$ cat config.mk
export PLATFORM = sky130hd
export DESIGN_NAME = csg_div
export DESIGN_NICKNAME = d
export VERILOG_FILES = /design/src/rtl/core/circle_spiral_setpoint_generator_assert.svh /design/src/rtl/core/csg_pkg.sv /design/src/rtl/core/csg_div.sv
export SDC_FILE = /design/constraint.sdc
export NUM_CORES = 1
export LEC_CHECK = 0
export BUFFER_PORTS_ARGS = -buffer_cell sky130_fd_sc_hd__buf_2
export CAP_MARGIN = 20
export CORE_ASPECT_RATIO = 0.5
export CORE_MARGIN = 1.5
export CORE_UTILIZATION = 38
export CTS_BUF_LIST = sky130_fd_sc_hd__clkbuf_16
export CTS_CLUSTER_SIZE = 8
export DETAILED_ROUTE_END_ITERATION = 16
export GPL_TIMING_DRIVEN = 1
export SETUP_SLACK_MARGIN = 0.2
export SYNTH_ARGS = -nofsm -noshare
export SYNTH_HDL_FRONTEND = slang
export SYNTH_SLANG_ARGS = --single-unit
$ cat constraint.sdc
create_clock -name aclk -period 3.4 [get_ports aclk]
set_clock_uncertainty 0.05 [all_clocks]
set_input_delay 0.51 -clock aclk [delete_from_list [all_inputs] [get_ports aclk]]
set_output_delay 0.51 -clock aclk [all_outputs]
set_load 0.005 [all_outputs]
$ cat src/rtl/core/circle_spiral_setpoint_generator_assert.svh
// assertion macros shared by the setpoint generator rtl
`ifndef CIRCLE_SPIRAL_SETPOINT_GENERATOR_ASSERT_SVH
`define CIRCLE_SPIRAL_SETPOINT_GENERATOR_ASSERT_SVH

// same-cycle implication on aclk, disabled in reset
`define CSG_ASSERT_IMP(label, ante, cons, msg) \
    label: assert property (@(posedge aclk) disable iff (!aresetn) (ante) |-> (cons)) \
        else $error(msg);

// next-cycle implication on aclk, disabled in reset
`define CSG_ASSERT_NEXT(label, ante, cons, msg) \
    label: assert property (@(posedge aclk) disable iff (!aresetn) (ante) |=> (cons)) \
        else $error(msg);

`endif

$ cat src/rtl/core/csg_pkg.sv
// types, constants and helper functions of the setpoint generator
package csg_pkg;

    localparam int DELTA_W     = 20;
    localparam int DEN_W       = 34;
    localparam int MUL_W       = 34;
    localparam int PROD_W      = 68;
    localparam int PHASE_BITS  = 24;
    // angular rate terms, w cubed needs 28 bits at the shortest period
    localparam int W_W         = 28;
    localparam int STEPS_W     = 6;
    localparam int CLIMB_W     = 41;
    localparam int RATE_NUM_W  = 45;
    localparam int RATE_SHIFT  = 12;
    localparam int ANGLE_SHIFT = 22;
    localparam int CORDIC_STEPS = 28;

    localparam logic [RATE_NUM_W-1:0] RATE_NUM   = 45'd26986075409000;
    localparam logic [DEN_W-1:0]      RATE_ROUND = 34'd2048;
    localparam logic [30:0]           HALF_PI_Q30 = 31'd1686629713;
    localparam logic signed [31:0]    CORDIC_GAIN = 32'sd652032874;
    localparam logic [23:0]           MIN_PERIOD = 24'd1000;
    localparam logic [23:0]           DEFAULT_PERIOD = 24'd100000;
    localparam logic [9:0]            MS_TO_US = 10'd1000;

    localparam logic [5:0] RND_RATE  = 6'd20;
    localparam logic [5:0] RND_TRIG  = 6'd30;
    localparam logic [5:0] RND_PHASE = 6'd24;

    typedef enum logic [1:0] {
        MODE_POINT, MODE_CIRCLE, MODE_SPIRAL, MODE_OFF
    } csg_mode_t;

    typedef enum logic [2:0] {
        REG_MODE, REG_TARGET_X, REG_TARGET_Y, REG_TARGET_Z,
        REG_RADIUS, REG_PERIOD, REG_DESCENT
    } csg_reg_t;

    typedef enum logic [2:0] {
        S_IDLE, S_DIV_GO, S_DIV_WAIT, S_MUL, S_MSTORE, S_CORDIC, S_OUT
    } csg_state_t;

    typedef enum logic [1:0] {
        DIV_TIME, DIV_PHASE, DIV_RATE, DIV_CLIMB
    } csg_div_op_t;

    typedef enum logic [3:0] {
        M_ANGLE, M_W2, M_W3, M_RS, M_RC, M_VX, M_VY,
        M_AX, M_AY, M_JX, M_JY, M_ZQ, M_ZP
    } csg_mul_op_t;

    typedef struct packed {
        logic               start;
        logic [STEPS_W-1:0] steps;
    } csg_div_cmd_t;

    typedef struct packed {
        logic busy;
        logic done;
    } csg_div_sts_t;

    // atan(2^-i) in q30
    function automatic logic signed [31:0] atan_q30(input logic [4:0] i);
        logic signed [31:0] a;
        a = '0;
        case (i)
            5'd0: a = 32'sd843314857;
            5'd1: a = 32'sd497837829;
            5'd2: a = 32'sd263043837;
            5'd3: a = 32'sd133525159;
            5'd4: a = 32'sd67021687;
            5'd5: a = 32'sd33543516;
            5'd6: a = 32'sd16775851;
            5'd7: a = 32'sd8388437;
            5'd8: a = 32'sd4194283;
            5'd9: a = 32'sd2097149;
            default: a[5'd30 - i] = 1'b1;
        endcase
        return a;
    endfunction

    // round half up, then arithmetic shift
    function automatic logic signed [PROD_W-1:0] rnd_shift(
        input logic signed [PROD_W-1:0] v, input logic [5:0] s);
        logic signed [PROD_W-1:0] half;
        half = PROD_W'(1) << (s - 6'd1);
        return (v + half) >>> s;
    endfunction

    function automatic logic signed [31:0] sat32(input logic signed [PROD_W-1:0] v);
        logic signed [31:0] r;
        if (v[PROD_W-1:31] == '0 || v[PROD_W-1:31] == '1) begin
            r = v[31:0];
        end else if (v[PROD_W-1]) begin
            r = 32'sh8000_0000;
        end else begin
            r = 32'sh7FFF_FFFF;
        end
        return r;
    endfunction

endpackage

$ cat src/rtl/core/csg_div.sv
// restoring divider, one quotient bit per cycle
module csg_div import csg_pkg::*; #(
    parameter int NUM_W = 45
) (
    input  logic               aclk,
    input  logic               aresetn,
    input  csg_div_cmd_t       cmd,
    input  logic [NUM_W-1:0]   num,
    input  logic [DEN_W-1:0]   den,
    input  logic [DEN_W-1:0]   rem_init,
    output csg_div_sts_t       sts,
    output logic [NUM_W-1:0]   quot,
    output logic [DEN_W-1:0]   rem
);

    logic [NUM_W-1:0]   num_reg, num_next, quot_reg, quot_next;
    logic [DEN_W-1:0]   den_reg, den_next, rem_reg, rem_next;
    logic [STEPS_W-1:0] cnt_reg, cnt_next;
    logic               busy_reg, busy_next, done_reg, done_next;
    logic [DEN_W:0]     trial, diff;

    always_comb begin
        trial     = {rem_reg, num_reg[NUM_W-1]};
        diff      = trial - {1'b0, den_reg};
        num_next  = num_reg;
        quot_next = quot_reg;
        den_next  = den_reg;
        rem_next  = rem_reg;
        cnt_next  = cnt_reg;
        busy_next = busy_reg;
        done_next = 1'b0;
        if (cmd.start) begin
            num_next  = num;
            quot_next = '0;
            den_next  = den;
            rem_next  = rem_init;
            cnt_next  = cmd.steps;
            busy_next = 1'b1;
        end else if (busy_reg) begin
            num_next  = {num_reg[NUM_W-2:0], 1'b0};
            // borrow clear means the divisor fits
            quot_next = {quot_reg[NUM_W-2:0], !diff[DEN_W]};
            rem_next  = diff[DEN_W] ? trial[DEN_W-1:0] : diff[DEN_W-1:0];
            cnt_next  = cnt_reg - 1'b1;
            if (cnt_reg == STEPS_W'(1)) begin
                busy_next = 1'b0;
                done_next = 1'b1;
            end
        end
    end

    always_ff @(posedge aclk) begin
        if (!aresetn) begin
            busy_reg <= 1'b0;
            done_reg <= 1'b0;
            cnt_reg  <= '0;
        end else begin
            busy_reg <= busy_next;
            done_reg <= done_next;
            cnt_reg  <= cnt_next;
        end
    end

    always_ff @(posedge aclk) begin
        num_reg  <= num_next;
        quot_reg <= quot_next;
        den_reg  <= den_next;
        rem_reg  <= rem_next;
    end

    assign sts.busy = busy_reg;
    assign sts.done = done_reg;
    assign quot     = quot_reg;
    assign rem      = rem_reg;

endmodule
=== Yosys cells after proc, flatten, opt, wreduce, memory -nomap -nowiden ===
Cells that the tools add are included.
Widths: inputs -> output; s select.

* Logic and storage cells: 26
* Output and inout bits: 81
* Bits in registers: 166
* Input bits: 122

* Equality and inequality tests: 1
* Add/subtract/negate cells: 2
* Bitwise gates (word level): 2
* Muxes and demuxes: 11
* Reduce and logical (&&, ||, !) cells: 3

{| class="wikitable"
|+ Operators with widths
! kind !! number
|-
| $mux 34 || 3
|-
| $mux 45 || 2
|-
| $sub 35x34->35 || 1
|-
| $mux 6 || 2
|-
| $eq 6x1->1 const B || 1
|-
| $sub 6x1->6 const B || 1
|-
| $mux 1 || 4
|-
| $reduce_or 3->1 || 1
|-
| $not 1->1 || 2
|-
| $reduce_bool 2->1 || 1
|-
| $logic_not 1->1 || 1
|}

=== Logic depth before layout (Yosys ltp) ===
Gate-level depths: netlist (run 1).

* Word-level depth: 4
* Gate-level depth with buffers: 14
* Mapped depth without buffers: 12

=== Least setup slack after synthesis (run 1) ===
OpenSTA, ideal clock, no wires.

* Kind: reg-to-reg
* From: register num_reg[44]
* To: register rem_reg[15], in the netlist rem[15], data pin
* Cell stages (with the launch flop): 13
* Buffers on the path: 0
* Arrival time: 2796 ps
* Clock period less this slack: 3106 ps
* Path slack: 294 ps
* Library setup time: 260 ps
* Required time: 3090 ps
* Cells stage by stage: edfxtp_1 inv_1 ha_1 fa_1 nand2b_1 a21oi_2 o21a_1 a21oi_2 o211a_4 o21ai_4 nand3_2 mux2_2 mux2_2

* Cells in the longest elaborated chain, start to end: 4

{| class="wikitable"
|+ Ends and longest elaborated chain
! item !! line !! RTL
|-
| from (decl) || csg_div.sv:16 || <nowiki>logic [NUM_W-1:0] num_reg, num_next, quot_reg, quot_next;</nowiki>
|-
| from (signal assigned) || csg_div.sv:65 || <nowiki>num_reg <= num_next;</nowiki>
|-
| $sub 35x34->35 || csg_div.sv:24 || <nowiki>diff = trial - {1'b0, den_reg};</nowiki>
|-
| $mux 34 || csg_div.sv:43 || <nowiki>rem_next = diff[DEN_W] ? trial[DEN_W-1:0] : diff[DEN_W-1:0];</nowiki>
|-
| $mux 34 || csg_div.sv:39 || <nowiki>end else if (busy_reg) begin</nowiki>
|-
| $mux 34 || csg_div.sv:32 || <nowiki>if (cmd.start) begin</nowiki>
|-
| via rem_next[15] || csg_div.sv:17 || <nowiki>logic [DEN_W-1:0] den_reg, den_next, rem_reg, rem_next;</nowiki>
|-
| to (signal assigned) || csg_div.sv:68 || <nowiki>rem_reg <= rem_next;</nowiki>
|-
| to (decl) || csg_div.sv:17 ||
|}

The timed path passes the listed nets, and every way through them passes these cells. The select of a mux whose other input is x is not followed.
A chain may end at the register's enable or synchronous reset.

=== Worst setup path in the final report (run 1) ===
* From: register rem_reg[18], in the netlist rem[18]
* To: register rem_reg[33], in the netlist rem[33], data pin

* Cells in the longest elaborated chain, start to end: 4

{| class="wikitable"
|+ Ends and longest elaborated chain
! item !! line
|-
| $sub 35x34->35 || csg_div.sv:24
|-
| $mux 34 || csg_div.sv:43
|-
| $mux 34 || csg_div.sv:39
|-
| $mux 34 || csg_div.sv:32
|-
| via rem_next[33] || csg_div.sv:17
|}

The timed path passes the listed nets, and every way through them passes these cells. The select of a mux whose other input is x is not followed.

==> reports/results.tsv, run 1 <==
stage	metric	value	unit
setup_path	crit_arrival	3.38	ns
setup_path	critPathMostFrequentCell	buf_4	
power	p_total	8.69	mW
global_route	antenna_found_initial	3	
die	coreArea	22800	um^2
logic_synthesis	synth_area_leaders	edfxtp_1 38%, dfxtp_1 12%, mux2i_1 7.8%, mux2_2 6.8%, ha_1 5.1%	
final_layout	areaGrowthSynthToFinish	25.4	%
clocking	clk_path_buf_depth	2	
clocking	cts_sinks	166	
power	switching_power	3.19	mW
logic_synthesis	synth_top_cell_area_share	0.384	
global_route	grt_util_all_layers	0.180	
power	peakVddDrop	0.333	mV
sta	finalMaxSlewViolations	0	
min_path	min_path_cells	1	
power	pwr-share-comb	0.457	
setup_path	required	3.65	ns
setup_path	crit_path_end_kind	flop	
placement	hpwl	15300	um
detailed_routing	drtIter0Drc	314	
logic_synthesis	ys.flop_type	edfxtp_1	
setup_path	crit_chain	ha_1 -> a21o_1 -> a31oi_2 -> nand2b_4 -> nor3b_4 -> o211a_4 -> o21ai_4 -> buf_4 -> and3_4 -> buf_4 -> or4_1 -> nand4_1	
die	fp.dieW	219	um
detailed_routing	vias_per_cell	5.02	
min_path	min_to	den_reg[4]$_DFFE_PP_	
detailed_routing	wirelength	21500	um
detailed_routing	post_drt_wl_per_cell	16.1	um
die	io_pins	203	
die	die_h	111	um
job	cap_violations	0	
clocking	clk_pin_slew	0.07	ns
power	pwr-share-seq	0.320	
detailed_routing	routed.top_layer	met5	
setup_path	crit_path_top_delay_cell	or4_1	
detailed_routing	drc	0	
final_layout	nFillCells	2112	
power	pwr-share-clk	0.223	
detailed_routing	drt-met1-wl	10000	um
sta	slew_headroom	0.452	
logic_synthesis	syn-num-nets	955	
final_layout	final_area	11100	um^2
setup_path	critPathMaxStageDelay	0.47	ns
logic_synthesis	async_flop_share	0	
placement	placed_area	10200	um^2
setup_path	reg2reg_to	rem[33]$_DFFE_PP_	
logic_synthesis	synth_cells	796	
power	switching_share	0.367	
detailed_routing	route.vias.total	6687	
setup_path	start_kind	flop	
logic_synthesis	yosysTopAreaCell	edfxtp_1	
logic_synthesis	synth.most_common_cell	edfxtp_1	
sta	tns	0	ns
die	die-area	24200	um^2
detailed_routing	dr_wl_met2	10200	um
logic_synthesis	yosysWarnings	0	
sta	period_minus_slack	3.12	ns
sta	setup_violations	0	
placement	gp_congestion	0.896	
final_layout	layout.nets	1169	
sta	worstMarginPinSlew	0.823	ns
min_path	min-delay-start	den[4]	
die	rows	39	
sta	hold_viol	0	
sta	fmax	0.320	GHz
logic_synthesis	syn-cell-area	8830	um^2
setup_path	reg2reg_slack	0.28	ns
logic_synthesis	synth.distinct_cells	62	
setup_path	reg2reg_depth	12	
power	power_density	784	nW/um^2
logic_synthesis	syn-mean-instance-area	11.1	um^2
placement	port_buffers	202	
clocking	cts-buffers-inserted	17	
global_route	grt_overflow	0	
setup_path	worstPathMaxFanout	8	
final_layout	seqCellArea	4460	um^2
power	leakage	4.87	nW
global_route	grt_pass1_vias	6576	
final_layout	multiInputGateArea	4190	um^2
logic_synthesis	synth_edf_count	113	
clocking	h-tree-depth	4	
logic_synthesis	ys_ff_latch	166	
global_route	grt_pass1_wl	34300	um
detailed_routing	first_pass_iters	5	
status	status	finished, final reports clean	
sta	fin_crit_sh	0.918	
detailed_routing	dr_wl_met3	973	um
detailed_routing	ant_nets	0	
die	initial_core_util	0.387	
power	p_int	5.50	mW
setup_path	r2r_start	rem[18]$_DFFE_PP_	
clocking	insertion_delay	0.44	ns
clocking	cts_root_buf	clkbuf_16	
logic_synthesis	ys_seq_area_frac	0.504	
min_path	worst_hold_path_type	in -> reg	
clocking	cts_tree	done	
global_route	grt_start_max_net_pins	88	
final_layout	drive_above_1_share	0.349	
sta	rsz0062_at_grt	true	
logic_synthesis	synthTopCellsByCount	113 x edfxtp_1, 76 x nor2_1, 69 x mux2i_1	
setup_path	worstSetupPathType	reg -> reg	
[routing by layer]
metal | track usage | vias to the layer above
li1 | - | 3316
met1 | 0.238 | 3206
met2 | 0.292 | 138
met3 | 0.0472 | 23
met4 | 0.0455 | 4
met5 | 0 | -
[placed cells by master, fill, tap and decap left out, types with 7 or more instances in the layout]
cell and n:
buf_2 201, edfxtp_1 113, nor2_1 75, mux2i_1 69, mux2_2 53, inv_1 52, nand2_1 52, dfxtp_1 52
o21ai_0 38, ha_1 28, buf_4 27, a21oi_1 22, a21o_1 19, clkbuf_16 17, xnor2_1 15, nor3_1 12
nand3_1 11, xor2_1 11, o21a_1 9, nand3b_1 8, nor2b_1 7, nand4_1 7
[repair_timing]
| action | 4_1_cts | 5_1_grt |
|---|---|---|
| gates resized for setup | 10 | 26 |
| buffers inserted | 4 | 7 |
| hold endpoints to repair | 0 | 0 |
| setup endpoints to repair | 32 | 30 |
| hold buffers | 0 | 0 |
| pin swaps | 5 | 9 |
[how the worst max path moves through the flow]
stage,from,endpoint,cells past startpoint,slack (ns)
floorplan,num_reg[44]$_DFFE_PP_,rem[15]$_DFFE_PP_,12,0.29
global placement,rem[1]$_DFFE_PP_,rem[31]$_DFFE_PP_,11,0.1
detailed placement,num_reg[44]$_DFFE_PP_,rem[27]$_DFFE_PP_,13,0.01
CTS,rem[3]$_DFFE_PP_,rem[33]$_DFFE_PP_,12,0.21
global route,den_reg[5]$_DFFE_PP_,rem[33]$_DFFE_PP_,13,0.16
finish,rem[18]$_DFFE_PP_,rem[33]$_DFFE_PP_,12,0.28
[power groups by stage]
stage	logic [mW]	clock network, mW	registers [mW]
floorplan	2.63	0	2.77
global placement	3.56	0	2.82
detailed placement	3.61	0	2.82
CTS	3.74	1.99	2.78
global route	4.34	2.07	2.81
finish	3.97	1.93	2.78
[worst max-delay path: cells and delay by family, from the launching register on]
family	cells	cell delay [ns]
flip-flops	1	0.43
adder cells (fa/ha/maj)	1	0.33
buffers and inverters	2	0.34
AND/OR/NAND/NOR	5	1.14
AO/OA/AOI/OAI	4	0.72
[cell type report]
class                   count  share of cell area
clock buffers              17              0.0384
diodes                      1            0.000226
repair buffers            232               0.115
multi-input cells         543               0.378
clock inverters            15              0.0139
well taps                 307              0.0347
flip-flops and latches    166               0.402
inverters                  50              0.0169
[per-stage QoR]
step            util  setup WS (ns)  std cells  hold WS (ns)
5_1_grt        0.486          0.160       1330         0.167
2_1_floorplan      -          0.294        796         0.435
4_1_cts        0.478          0.211       1323         0.163
6_report       0.486          0.277       1331         0.193
3_5_place_dp   0.449         0.0129       1287         0.453
3_3_place_gp   0.449         0.0993       1287         0.424
[cell families after synthesis]
family | count (synthesis) | synth area share
muxes | 122 | 0.146
AOI/OAI and AO/OA | 154 | 0.121
xor gates and xnor gates | 26 | 0.0258
and+or+nand+nor | 204 | 0.109
adders and majority gates | 37 | 0.0533
DFF | 166 | 0.504
buffers and inverters | 87 | 0.0408
Power figures use the tool's default switching activity.
==> run 2: changes to the inputs <==
--- a/config.mk
+++ b/config.mk
@@ -5,10 +5,10 @@
 export SDC_FILE = /design/constraint.sdc
 export NUM_CORES = 1
 export LEC_CHECK = 0
+export ABC_AREA = 0
 export BUFFER_PORTS_ARGS = -buffer_cell sky130_fd_sc_hd__buf_2
 export CAP_MARGIN = 20
 export CORE_ASPECT_RATIO = 0.5
-export CORE_MARGIN = 1.5
 export CORE_UTILIZATION = 38
 export CTS_BUF_LIST = sky130_fd_sc_hd__clkbuf_16
 export CTS_CLUSTER_SIZE = 8
@@ -18,3 +18,4 @@
 export SYNTH_ARGS = -nofsm -noshare
 export SYNTH_HDL_FRONTEND = slang
 export SYNTH_SLANG_ARGS = --single-unit
+export TNS_END_PERCENT = 100
==> run 2 against run 1 <==
  * Register-to-register slack worse by 0.03 ns
  * Global-route usage decreased by 0.38 points
  * Wire length down 0.68%
  * Non-clock buffer count increased by 5
  * Critical endpoint unchanged
  * Setup slack got worse by 0.034 ns
  * Flip-flop and latch count did not move
  * Die area is 1.4% lower
  * Critical path type unchanged
  * Highest routed layer is now met4
  * Via count grew 0.81%
==> reports/results.tsv, run 2 (synthesis gave the netlist of run 1 again) <==
stage	metric	value	unit	change
detailed_routing	drc	0		unchanged
setup_path	crit_arrival	3.29	ns	was 3.38 ns
clocking	clk_path_buf_depth	2		unchanged
detailed_routing	route.vias.total	6741		was 6,687
setup_path	critPathMaxStageDelay	0.42	ns	was 0.47 ns
clocking	h-tree-depth	4		unchanged
die	coreArea	22200	um^2	was 22,800 um^2
global_route	antenna_found_initial	2		was 3
sta	tns	0	ns	unchanged
sta	finalMaxSlewViolations	0		unchanged
status	status	finished, final reports clean		unchanged
clocking	clk_pin_slew	0.07	ns	about the same
sta	period_minus_slack	3.16	ns	was 3.12 ns
setup_path	cp_num_cells	11		was 12
setup_path	critPathBufInv	1		was 2
power	leakage	4.92	nW	was 4.87 nW
clocking	hold_buffers	0		unchanged
sta	fmax	0.317	GHz	was 0.320 GHz
global_route	grt_util_all_layers	0.176		was 0.180
global_route	grt_start_max_net_pins	149		was 88
global_route	grt_overflow	0		unchanged
placement	gp_congestion	0.896		about the same
sta	slew_headroom	0.461		was 0.452
clocking	insertion_delay	0.44	ns	about the same
detailed_routing	ant_nets	0		unchanged
power	peakVddDrop	0.458	mV	was 0.333 mV
clocking	cts_tree	done		unchanged
final_layout	areaGrowthSynthToFinish	26.1	%	was 25.4%
setup_path	crit_chain	ha_1 -> nor2b_4 -> o31a_1 -> buf_4 -> o211a_1 -> o211ai_1 -> a31oi_1 -> or2_2 -> a211oi_2 -> or4_1 -> nand4_1		was ha_1 -> a21o_1 -> a31oi_2 -> nand2b_4 -> nor3b_4 -> o211a_4 -> o21ai_4 -> buf_4 -> and3_4 -> buf_4 -> or4_1 -> nand4_1
min_path	min_path_cells	1		unchanged
die	rows	38		was 39
setup_path	required	3.54	ns	was 3.65 ns
placement	hpwl	15000	um	was 15,300 um
final_layout	final_common_cell	buf_2		unchanged
setup_path	reg2reg_depth	11		was 12
detailed_routing	post_drt_wl_per_cell	16.0	um	was 16.1 um
detailed_routing	wirelength	21300	um	was 21,500 um
min_path	worst_hold_path_type	in -> reg		unchanged
global_route	grt_pass1_vias	6494		was 6,576
power	power_density	791	nW/um^2	was 784 nW/um^2
sta	rsz0062_at_grt	true		unchanged
placement	dpl_worst_slack	0.0190	ns	was 0.0129 ns
global_route	grt_pass1_wl	32800	um	was 34,300 um
placement	port_buffers	202		unchanged
die	initial_core_util	0.398		was 0.387
setup_path	worstPathMaxFanout	4		was 8
clocking	cts_sinks	166		unchanged
setup_path	start_kind	flop		unchanged
die	die_h	110	um	was 111 um
final_layout	drive_above_1_share	0.353		was 0.349
clocking	cts-buffers-inserted	17		unchanged
setup_path	worstSetupPathType	reg -> reg		unchanged
detailed_routing	first_pass_iters	5		unchanged
sta	setup_violations	0		unchanged
setup_path	crit_family	compound AO/OA/AOI/OAI gates		was simple AND/OR/NAND/NOR gates
setup_path	crit_path_end_kind	flop		unchanged
sta	worstMarginPinSlew	0.808	ns	was 0.823 ns
job	cap_violations	0		unchanged
sta	hold_viol	0		unchanged
die	die-area	23900	um^2	was 24,200 um^2
final_layout	mostFrequentLayoutCells	201 x buf_2, 113 x edfxtp_1, 75 x nor2_1		unchanged
setup_path	crit_path_top_delay_cell	edfxtp_1		was or4_1
detailed_routing	vias_per_cell	5.07		was 5.02
sta	fin_crit_sh	0.928		was 0.918
clocking	cts_root_buf	clkbuf_16		unchanged
final_layout	nFillCells	2090		was 2,112
final_layout	layout.nets	1174		was 1,169
sta	fin_ws	0.244	ns	was 0.277 ns
die	io_pins	203		unchanged
die	fp.dieW	218	um	was 219 um
detailed_routing	drtIter0Drc	380		was 314
## run 2: area by class of cell
type	instances	area, um^2	area share
antenna	2	5.00	0.000449
clock buffer	18	450	0.0404
clock inverter	14	96.3	0.00865
inverter	50	188	0.0169
multi-input combinational	543	4240	0.381
sequential	166	4460	0.400
tap	300	375	0.0337
timing repair buffer	237	1320	0.119
## run 2: worst paths after layout
kind                         start               endpoint  slack (ns)
max               rem[0]$_DFFE_PP_      rem[33]$_DFFE_PP_        0.24
min                        den[22]  den_reg[22]$_DFFE_PP_        0.19
max reg2reg       rem[0]$_DFFE_PP_      rem[33]$_DFFE_PP_        0.24
min reg2reg  quot[44]$_SDFFE_PP0P_  quot[44]$_SDFFE_PP0P_        0.45
## run 2: report_power, final
group / leakage [nW] / total (mW) / internal (mW) / switching [mW]
clock: 0.284 / 1.84 / 0.984 / 0.856
sequential: 1.56 / 2.77 / 2.55 / 0.221
combinational: 3.08 / 4.19 / 2.01 / 2.19
total: 4.92 / 8.81 / 5.54 / 3.26
## run 2: repair_timing
item,4_1_cts,5_1_grt
gates cloned,0,0
gates resized for setup,6,43
pin swaps,5,19
setup endpoints to repair,27,29
buffers inserted,5,12
## run 2: per-layer routing
metal / share of wire / vias to the layer above / track usage
met4: 0.017 / 0 / 0.0659
li1: - / 3337 / -
met5: 0 / - / 0
met1: 0.45 / 3209 / 0.226
met2: 0.49 / 170 / 0.288
met3: 0.049 / 25 / 0.0432
## run 2: per-stage QoR
step | util | power [mW] | hold slack, ns | instance area (um^2) | cells
CTS | 0.488 | 8.41 | 0.168 | 10800 | 1316
floorplan | - | 5.40 | 0.435 | 8830 | 796
global placement | 0.460 | 6.40 | 0.421 | 10200 | 1279
global route | 0.502 | 9.32 | 0.169 | 11100 | 1329
finish | 0.502 | 8.81 | 0.191 | 11100 | 1330
detailed placement | 0.460 | 6.46 | 0.436 | 10200 | 1279
## run 2: worst register-to-register path, cell delays in order, from the launching register on
cell and delay [ns]:
edfxtp_1 0.42, ha_1 0.30, nor2b_4 0.13, o31a_1 0.35
buf_4 0.16, o211a_1 0.23, o211ai_1 0.30, a31oi_1 0.16
or2_2 0.34, a211oi_2 0.26, or4_1 0.15, nand4_1 0.07
